$ cat src/sv/egcd_pkg.sv
`default_nettype none
package egcd_pkg;

	// Operand width and derived widths
	localparam int WIDTH  = 32;
	localparam int CW     = WIDTH + 1;
	localparam int CNT_W  = $clog2(WIDTH);
	localparam int STW    = 2 * WIDTH;
	localparam int MRAW   = 2 * CW + WIDTH;
	localparam int MTW    = ((MRAW + 7) / 8) * 8;
	localparam int MPAD   = MTW - MRAW;

	// One row of the algorithm: coefficients of u and v, and the remainder
	typedef struct packed {
		logic [CW-1:0]    a;
		logic [CW-1:0]    b;
		logic [WIDTH-1:0] r;
	} triple_t;

	// Finished result handed from the core to the output register
	typedef struct packed {
		logic [WIDTH-1:0] divisor;
		logic [CW-1:0]    coef_v;
		logic [CW-1:0]    coef_u;
	} res_t;

	// Sequencer states
	typedef enum logic [1:0] {
		ST_IDLE,
		ST_DIV,
		ST_DONE
	} state_t;

endpackage
`default_nettype wire

$ cat src/sv/egcd_shsub.sv
`default_nettype none
module egcd_shsub
	import egcd_pkg::*;
(
	input  triple_t          acc,
	input  triple_t          dvs,
	input  logic [CNT_W-1:0] sh,
	output triple_t          nxt
);

	logic [STW-1:0] wide;
	logic           take;

	// Shift the divisor row, compare against the running remainder
	always_comb begin
		wide = {{WIDTH{1'b0}}, dvs.r} << sh;
		take = (wide[STW-1:WIDTH] == '0) && (wide[WIDTH-1:0] <= acc.r);
	end

	// Subtract the shifted row when the quotient bit is set
	always_comb begin
		if (take) begin
			nxt.r = acc.r - wide[WIDTH-1:0];
			nxt.a = acc.a - (dvs.a << sh);
			nxt.b = acc.b - (dvs.b << sh);
		end else begin
			nxt = acc;
		end
	end

endmodule
`default_nettype wire

$ cat src/sv/egcd_core.sv
`default_nettype none
module egcd_core
	import egcd_pkg::*;
(
	input  logic             clk,
	input  logic             arst_n,
	input  logic             in_valid,
	output logic             in_ready,
	input  logic [WIDTH-1:0] operand_u,
	input  logic [WIDTH-1:0] operand_v,
	output logic             res_valid,
	input  logic             res_ready,
	output res_t             res
);

	state_t           state_q, state_d;
	logic [CNT_W-1:0] cnt_q;
	triple_t          t0_q, t1_q;
	triple_t          nxt;
	logic             div_last;

	egcd_shsub u_shsub (
		.acc (t0_q),
		.dvs (t1_q),
		.sh  (cnt_q),
		.nxt (nxt)
	);

	// Decode outputs from the state
	always_comb begin
		in_ready  = (state_q == ST_IDLE);
		res_valid = (state_q == ST_DONE);
		div_last  = (cnt_q == '0);
	end

	// Next state
	always_comb begin
		state_d = state_q;
		unique case (state_q)
			ST_IDLE: begin
				if (in_valid) begin
					state_d = (operand_v == '0) ? ST_DONE : ST_DIV;
				end
			end
			ST_DIV: begin
				if (div_last && (nxt.r == '0)) begin
					state_d = ST_DONE;
				end
			end
			ST_DONE: begin
				if (res_ready) begin
					state_d = ST_IDLE;
				end
			end
			default: state_d = ST_IDLE;
		endcase
	end

	// Hold the state and the bit counter
	always_ff @(posedge clk or negedge arst_n) begin
		if (!arst_n) begin
			state_q <= ST_IDLE;
			cnt_q   <= '0;
		end else begin
			state_q <= state_d;
			if (state_q == ST_IDLE || (state_q == ST_DIV && div_last)) begin
				cnt_q <= CNT_W'(WIDTH - 1);
			end else if (state_q == ST_DIV) begin
				cnt_q <= cnt_q - 1'b1;
			end
		end
	end

	// Load the rows, reduce the remainder a bit a cycle, rotate at the end
	always_ff @(posedge clk) begin
		if (state_q == ST_IDLE && in_valid) begin
			t0_q.a <= CW'(1);
			t0_q.b <= '0;
			t0_q.r <= operand_u;
			t1_q.a <= '0;
			t1_q.b <= CW'(1);
			t1_q.r <= operand_v;
		end else if (state_q == ST_DIV) begin
			if (div_last) begin
				t0_q <= t1_q;
				t1_q <= nxt;
			end else begin
				t0_q <= nxt;
			end
		end
	end

	assign res.coef_u  = t0_q.a;
	assign res.coef_v  = t0_q.b;
	assign res.divisor = t0_q.r;

endmodule
`default_nettype wire

$ cat src/sv/extended_gcd_bezout_top.sv
// Channel  Direction  tdata fields (lowest bit up)
// s_*      in         operand_u[31:0], operand_v[63:32]
// m_*      out        coef_u[32:0], coef_v[65:33], divisor[97:66], zero pad to 104
//
// A request is loaded, runs through division steps on the one shift-subtract
// unit, each working down the quotient bits, and is handed off; the step
// count is data dependent.
// s_tready is high only while the sequencer is idle; a finished result moves
// to the output register when that is empty, so a new request can be taken
// while m_tready is low. arst_n clears the sequencer and the output valid flag.
`default_nettype none
module extended_gcd_bezout_top
	import egcd_pkg::*;
(
	input  logic           clk,
	input  logic           arst_n,
	input  logic           s_tvalid,
	output logic           s_tready,
	input  logic [STW-1:0] s_tdata,   // operand_u, operand_v
	output logic           m_tvalid,
	input  logic           m_tready,
	output logic [MTW-1:0] m_tdata    // coef_u, coef_v, divisor, zero pad
);

	logic res_valid, res_ready;
	res_t res, out_q;
	logic out_valid_q;

	egcd_core u_core (
		.clk       (clk),
		.arst_n    (arst_n),
		.in_valid  (s_tvalid),
		.in_ready  (s_tready),
		.operand_u (s_tdata[WIDTH-1:0]),
		.operand_v (s_tdata[STW-1:WIDTH]),
		.res_valid (res_valid),
		.res_ready (res_ready),
		.res       (res)
	);

	assign res_ready = !out_valid_q || m_tready;

	// Hold the result until the downstream side takes it
	always_ff @(posedge clk or negedge arst_n) begin
		if (!arst_n) begin
			out_valid_q <= 1'b0;
		end else if (res_ready) begin
			out_valid_q <= res_valid;
		end
	end

	always_ff @(posedge clk) begin
		if (res_valid && res_ready) begin
			out_q <= res;
		end
	end

	assign m_tvalid = out_valid_q;
	assign m_tdata  = {{MPAD{1'b0}}, out_q};

endmodule
`default_nettype wire

$ cat config.mk
export PLATFORM = sky130hd
export DESIGN_NAME = extended_gcd_bezout_top
export DESIGN_NICKNAME = d
export VERILOG_FILES = /design/src/sv/egcd_pkg.sv /design/src/sv/egcd_shsub.sv /design/src/sv/egcd_core.sv /design/src/sv/extended_gcd_bezout_top.sv
export SDC_FILE = /design/constraint.sdc
export NUM_CORES = 1
export LEC_CHECK = 0
export ABC_AREA = 1
export BUFFER_PORTS_ARGS = -buffer_cell sky130_fd_sc_hd__buf_2
export CORE_MARGIN = 4
export CORE_UTILIZATION = 25
export DETAILED_ROUTE_END_ITERATION = 6
export PLACE_DENSITY_LB_ADDON = 0.15
export SETUP_SLACK_MARGIN = 0.5
export SYNTH_ARGS = -nofsm -noshare
export SYNTH_HDL_FRONTEND = slang
export SYNTH_HIERARCHICAL = 1
export SYNTH_SLANG_ARGS = --single-unit
$ cat constraint.sdc
create_clock -name clk -period 14.4 [get_ports clk]
set_clock_uncertainty 0.1 [all_clocks]
set_input_delay 1.44 -clock clk [delete_from_list [all_inputs] [get_ports clk]]
set_output_delay 1.44 -clock clk [all_outputs]
set_load 0.03 [all_outputs]
==> impl_metrics.py, run 1 <==
metrics = {
    "power_and_ir_drop": {
        "p_leak_nw": 10.7,
        "clkPwrFrac_pct": 54.0,
        "p_int_mw": 1.54,
        "p_seq_share_pct": 45.3,
        "p_total_mw": 1.99,
        "p_comb_share_pct": 0.8,
        "ir_drop_uv": 66.2,
        "p_sw_mw": 0.444,
        "p_per_area_nw_per_um2": 73.1,
        "swShare_pct": 22.4,
    },
    "routing": {
        "via_per_inst": 5.00,
        "top_layer": "met5",
        "wl_met1_mm": 47.1,
        "routedWlPerCell_um": 20.0,
        "antenna_left": 0,
        "firstDrtPassIters": 5,
        "vias": 25000,
        "dr_wl_met3_mm": 4.63,
        "wl_met2_mm": 45.7,
        "drcViolationCount": 0,
        "drt-total-wl_mm": 99.7,
        "dr.first_iter.drc_count": 1987,
    },
    "timing": {
        "finalSetupViolations": 0,
        "min_period_over_period_pct": 47.2,
        "fin_setup_tns_ps": 0,
        "whs_ps": 376,
        "slew_headroom_pct": 26.0,
        "setup_ws_ps": 7600,
        "hold_viol": 0,
        "max_freq_ghz": 0.147,
        "fin_crit_ps": 6800,
        "tightest_slew_ps": 1110,
        "drv_slew": 0,
        "rsz0062_at_grt": "false",
    },
    "setup_path": {
        "worstPathMaxFanout": 56,
        "reg2reg_from": "u_core/cnt_q[0]",
        "ff2ff_setup_slack_ps": 7600,
        "critPathKind": "flip-flop to flip-flop",
        "arrival_ps": 7180,
        "end_kind": "flip-flop",
        "cp.required_ps": 14770,
        "critPathMaxStageDelay_ps": 700,
        "setup.worst_path.start": "u_core/cnt_q[0]",
        "start_kind": "flip-flop",
        "cpMaxStageDelayCell": "dfrtp_4",
        "crit_top_cell": "nand2_1",
    },
    "placed_design": {
        "io_buffers": 167,
        "placedInstanceArea_sq_um": 25800,
        "dp_hpwl_mm": 74.3,
        "pre_cts_ws_ps": 7650,
        "placed_cells": 4915,
        "place_congestion": 0.914,
    },
    "clock_tree": {
        "root_buffer": "clkbuf_16",
        "cts_tree": "yes",
        "path_clk_slew_ps": 60,
        "insertion_delay_ps": 600,
        "post_cts_buffers": 0,
        "clock_path_buffers": 3,
        "htreeDepth": 2,
        "cts_buffers": 42,
        "cts.sinks": 302,
        "cts_resized": 0,
        "cts_hold_buf": 0,
    },
    "synth": {
        "netlist_instances": 3655,
        "yosys.cell_types.count": 53,
        "syn-cell-area_sq_um": 24100,
        "ys_warn_count": 6,
        "syn_area_per_cell_sq_um": 6.58,
        "synth_top_area_cell": "edfxtp_1",
        "ys_ff_latch": 302,
        "ys_seq_area_share_pct": 32.0,
        "synth_top_area_share_pct": 20.2,
        "netlist_top_cells_area": "edfxtp_1 20%, nand2_1 20%, dfxtp_1 11%",
    },
    "cells_and_area": {
        "multi_input_area_sq_um": 14500,
        "final_area_sq_um": 27200,
        "utilization_pct": 28.5,
        "nets": 3862,
        "layout-drive-gt1-share_pct": 8.75,
        "syn_to_final_growth_pct": 12.9,
        "final_cells": 4993,
        "final_common_cell": "nand2_1",
        "final_cell_mix": "1289 x nand2_1, 352 x nand3_1, 274 x nor2_1",
        "regArea_sq_um": 7720,
        "num-fill-cells": 10800,
    },
    "global_routing": {
        "antenna_found_initial": 3,
        "grt_pass1_vias": 23900,
        "grt_pass1_wl_mm": 150,
        "grt.overflow.total": 0,
        "grt_max_degree": 137,
        "grt_use_total_pct": 19.0,
    },
    "floorplan": {
        "core-area_sq_um": 95300,
        "die_w_um": 318,
        "start_util_pct": 25.2,
        "die_h_um": 318,
        "row_count": 113,
        "ios": 174,
        "die_area_sq_um": 101000,
    },
    "worst_hold_path": {
        "worstHoldStart": "u_core/t1_q[64]",
        "hold_class": "flip-flop to flip-flop",
    },
    "job": {
        "maxCapViolCount": 0,
    },
    "status": {
        "outcome": "finished, final reports clean",
    },
}
final cells by class:
class                           count  area share, %
Clock buffer                       58           4.40
Sequential cell                   302           28.4
Multi-Input combinational cell   2912           53.4
Antenna cell                        1        0.00922
Inverter                          242           3.36
Timing Repair Buffer              194           3.82
Tap cell                         1265           5.83
Clock inverter                     19          0.705
registers in the layout, indices dropped and copies added, names as in the netlist:
signal / cells
u_core/res: 98
m_tvalid: 1
u_core/cnt_q: 5
u_core/state_q: 2
u_core/t1_q: 98
m_tdata: 98
synth_stat cells (all sizes together):
cell type and instances:
nand4 118, and2 1, a31o 1, xor2 53
and3 1, inv 241, nand3b 4, dfrtp 8
o21bai 14, fa 3, mux2i 7, o2111ai 2
o22ai 2, nor3 28, o21ai 261, a21boi 10
clkinv 1, clkbuf 68, nor4 12, o31ai 2
a31oi 51, a311oi 2, nand3 354, or2 5
xnor2 10, o21a 3, conb 1, nand2 1295
a21o 10, ha 97, dfxtp 132, a21oi 203
o211ai 69, o311ai 4, edfxtp 162, a22oi 4
nor2 278, a22o 2, buf 136
power groups by stage:
| stage | Combinational (mW) | Sequential [mW] | Clock (mW) |
|---|---|---|---|
| finish | 0.0157 | 0.899 | 1.07 |
| global placement | 0.0160 | 0.917 | 0 |
| detailed placement | 0.0160 | 0.917 | 0 |
| CTS | 0.0161 | 0.898 | 1.12 |
| global route | 0.0172 | 0.898 | 1.14 |
| floorplan | 0.00469 | 0.917 | 0 |
worst max-delay path: cells and delay by family, from the launching register on:
family	cells	cell delay, ps
DFF	1	700
adders and majority gates	1	370
buffers and inverters	5	1930
and+or+nand+nor	17	2940
AOI/OAI and AO/OA	3	420
per-layer routing:
| layer | vias up | track usage [%] |
|---|---|---|
| met3 | 102 | 2.27 |
| met2 | 619 | 31.1 |
| met4 | 2 | 4.75 |
| met1 | 11800 | 26.5 |
| met5 | - | 0 |
| li1 | 12500 | - |
cells by family (layout without fill, tap and decap cells):
kind of cell,count (synthesis),in the layout,share of synthesized area [%]
DFF,302,302,32.0
adders and majority gates,100,100,5.30
buffers and inverters,446,513,7.88
xor gates and xnor gates,63,63,2.29
muxes,7,7,0.291
AOI/OAI and AO/OA,640,640,15.7
and+or+nand+nor,2096,2096,36.5
other,1,7,0.0156
final timing paths:
kind / to / cells past startpoint
max: u_core/state_q[0] / 26
min: u_core/t1_q[64] / 2
max reg2reg: u_core/state_q[0] / 26
min reg2reg: u_core/t1_q[64] / 2
max in group asynchronous: u_core/cnt_q[0] / 1
min in group asynchronous: m_tvalid / 1
No activity file was read; power rests on OpenSTA's default activity.
==> run 2: changes to the inputs <==
clock period = 6.1 ns   (was 14.4 ns; I/O delays follow)
==> impl_metrics.py, run 2 (synthesis results as in run 1) <==
metrics = {
    "status": {
        "outcome": "finished, final reports clean",
    },
    "floorplan": {
        "die_area_sq_um": 101000,
        "die_w_um": 318,
        "die_h_um": 318,
        "start_util_pct": 25.2,
        "core-area_sq_um": 95300,
        "row_count": 113,
        "ios": 174,
    },
    "timing": {
        "tightest_slew_ps": 1010,
        "finalSetupViolations": 0,
        "fin_crit_ps": 5220,
        "drv_slew": 0,
        "slew_headroom_pct": 32.5,
        "max_freq_ghz": 0.191,
        "min_period_over_period_pct": 85.6,
        "fin_setup_tns_ps": 0,
        "rsz0062_at_grt": "true",
        "hold_viol": 0,
    },
    "placed_design": {
        "io_buffers": 167,
        "placed_cells": 4938,
        "placedInstanceArea_sq_um": 25900,
        "place_congestion": 0.892,
        "dp_hpwl_mm": 74.3,
    },
    "routing": {
        "firstDrtPassIters": 5,
        "antenna_left": 0,
        "drt-total-wl_mm": 99.8,
        "dr.first_iter.drc_count": 1755,
        "routedWlPerCell_um": 19.9,
        "vias": 25100,
        "via_per_inst": 4.99,
        "drcViolationCount": 0,
    },
    "global_routing": {
        "grt_max_degree": 141,
        "grt_pass1_wl_mm": 150,
        "grt_use_total_pct": 18.9,
        "antenna_found_initial": 1,
        "grt_pass1_vias": 23900,
        "grt.overflow.total": 0,
    },
    "cells_and_area": {
        "final_area_sq_um": 27400,
        "final_cell_mix": "1289 x nand2_1, 352 x nand3_1, 274 x nor2_1",
        "antenna_cells": 0,
        "final_common_cell": "nand2_1",
        "nets": 3892,
        "final_cells": 5021,
        "num-fill-cells": 10800,
        "syn_to_final_growth_pct": 13.9,
        "layout-drive-gt1-share_pct": 9.50,
    },
    "clock_tree": {
        "cts.sinks": 302,
        "htreeDepth": 2,
        "insertion_delay_ps": 600,
        "clock_path_buffers": 3,
        "cts_tree": "yes",
        "path_clk_slew_ps": 60,
        "root_buffer": "clkbuf_16",
        "cts_buffers": 40,
    },
    "setup_path": {
        "worstPathMaxFanout": 35,
        "end_kind": "flip-flop",
        "arrival_ps": 5660,
        "crit_top_cell": "nand2_1",
        "critPathMaxStageDelay_ps": 600,
        "critPathKind": "flip-flop to flip-flop",
        "start_kind": "flip-flop",
        "cp.required_ps": 6540,
        "crit_chain": "inv_8 -> nand2_1 -> a31oi_1 -> o21ai_0 -> o21ai_2 -> o21ai_0 -> ha_1 -> inv_1 -> nor3_1 -> inv_1 -> nor4_1 -> nand4_1 -> nand3_4 -> nand3_4 -> buf_12 -> nand2_1 -> nand2_1 -> nor2_1 -> nand2_1 -> nor2_1 -> nand3_1 -> o21bai_1 -> nand3_1 -> nand2_1",
        "cpMaxStageDelayCell": "dfrtp_4",
    },
    "power_and_ir_drop": {
        "p_leak_nw": 10.8,
        "p_per_area_nw_per_um2": 167,
        "ir_drop_uv": 175,
    },
    "job": {
        "maxCapViolCount": 0,
    },
    "worst_hold_path": {
        "hold_class": "input pin to flip-flop",
    },
}
-- run 2: changes by cell type in the layout (fill, tap and decap cells not counted), sizes merged, moves of 2 or more --
cell	previous run	this run
buf	194	223
clkbuf	58	60
clkinv	12	10
clkinvlp	4	2
nand3	354	356
-- run 2: through the flow --
step	total power [mW]	setup WS (ps)	hold WS, ps	utilization, %
after floorplan	2.18	1780	214	-
after global placement	2.20	289	369	27.2
after detailed placement	2.20	206	369	27.2
after CTS	4.69	630	157	28.7
after global routing	4.76	453	191	28.8
final	4.59	878	201	28.8
-- run 2: power by group --
| group | switching [mW] | internal [mW] | leakage, nW |
|---|---|---|---|
| Combinational | 0.0199 | 0.0172 | 7.78 |
| Clock | 0.977 | 1.45 | 0.655 |
| Sequential | 0.0000000000000000410 | 2.12 | 2.37 |
-- run 2: worst paths after layout --
kind                                endpoint  cells after the start            start  slack, ps
setup / recovery           u_core/state_q[1]                     24  u_core/cnt_q[0]        880
hold / removal               u_core/t1_q[23]                      3      s_tdata[55]        200
setup reg to reg           u_core/state_q[1]                     24  u_core/cnt_q[0]        880
hold reg to reg              u_core/t1_q[64]                      2  u_core/t1_q[64]        380
max in group asynchronous    u_core/cnt_q[1]                      2           arst_n       5300
min in group asynchronous           m_tvalid                      2           arst_n        380
-- run 2: area by class of cell --
class	count	area (sq um)	area share, %
clock inverters	14	146	0.534
flip-flops and latches	302	7720	28.2
clock buffers	60	1200	4.38
repair buffers	224	1290	4.71
inverters	242	921	3.36
multi-input cells	2914	14500	53.1
well taps	1265	1580	5.77
-- run 2: repair_timing --
item                                    4_1_cts  5_1_grt
gates cloned                                  1        1
pin swaps                                     1        5
hold endpoints to repair                      8        0
setup buffers                                 0        6
hold buffers                                  1        0
endpoints found under the setup margin       41       83
gates resized for setup                       3       11
-- run 2: routing by layer --
layer | global-route usage [%] | vias up | routed length [um]
met2 | 30.4 | 595 | 44800
met1 | 27.1 | 11900 | 48500
met5 | 0 | - | 0
met4 | 3.56 | 0 | 1870
li1 | - | 12500 | -
met3 | 2.48 | 93 | 4570
-- run 2: critical path, delay by kind of cell, from the launching register on --
kind | cells | cell delay, ps
compound gates | 5 | 1160
fa+ha+maj | 1 | 360
buf+inv | 4 | 610
flops | 1 | 600
simple gates | 14 | 2270
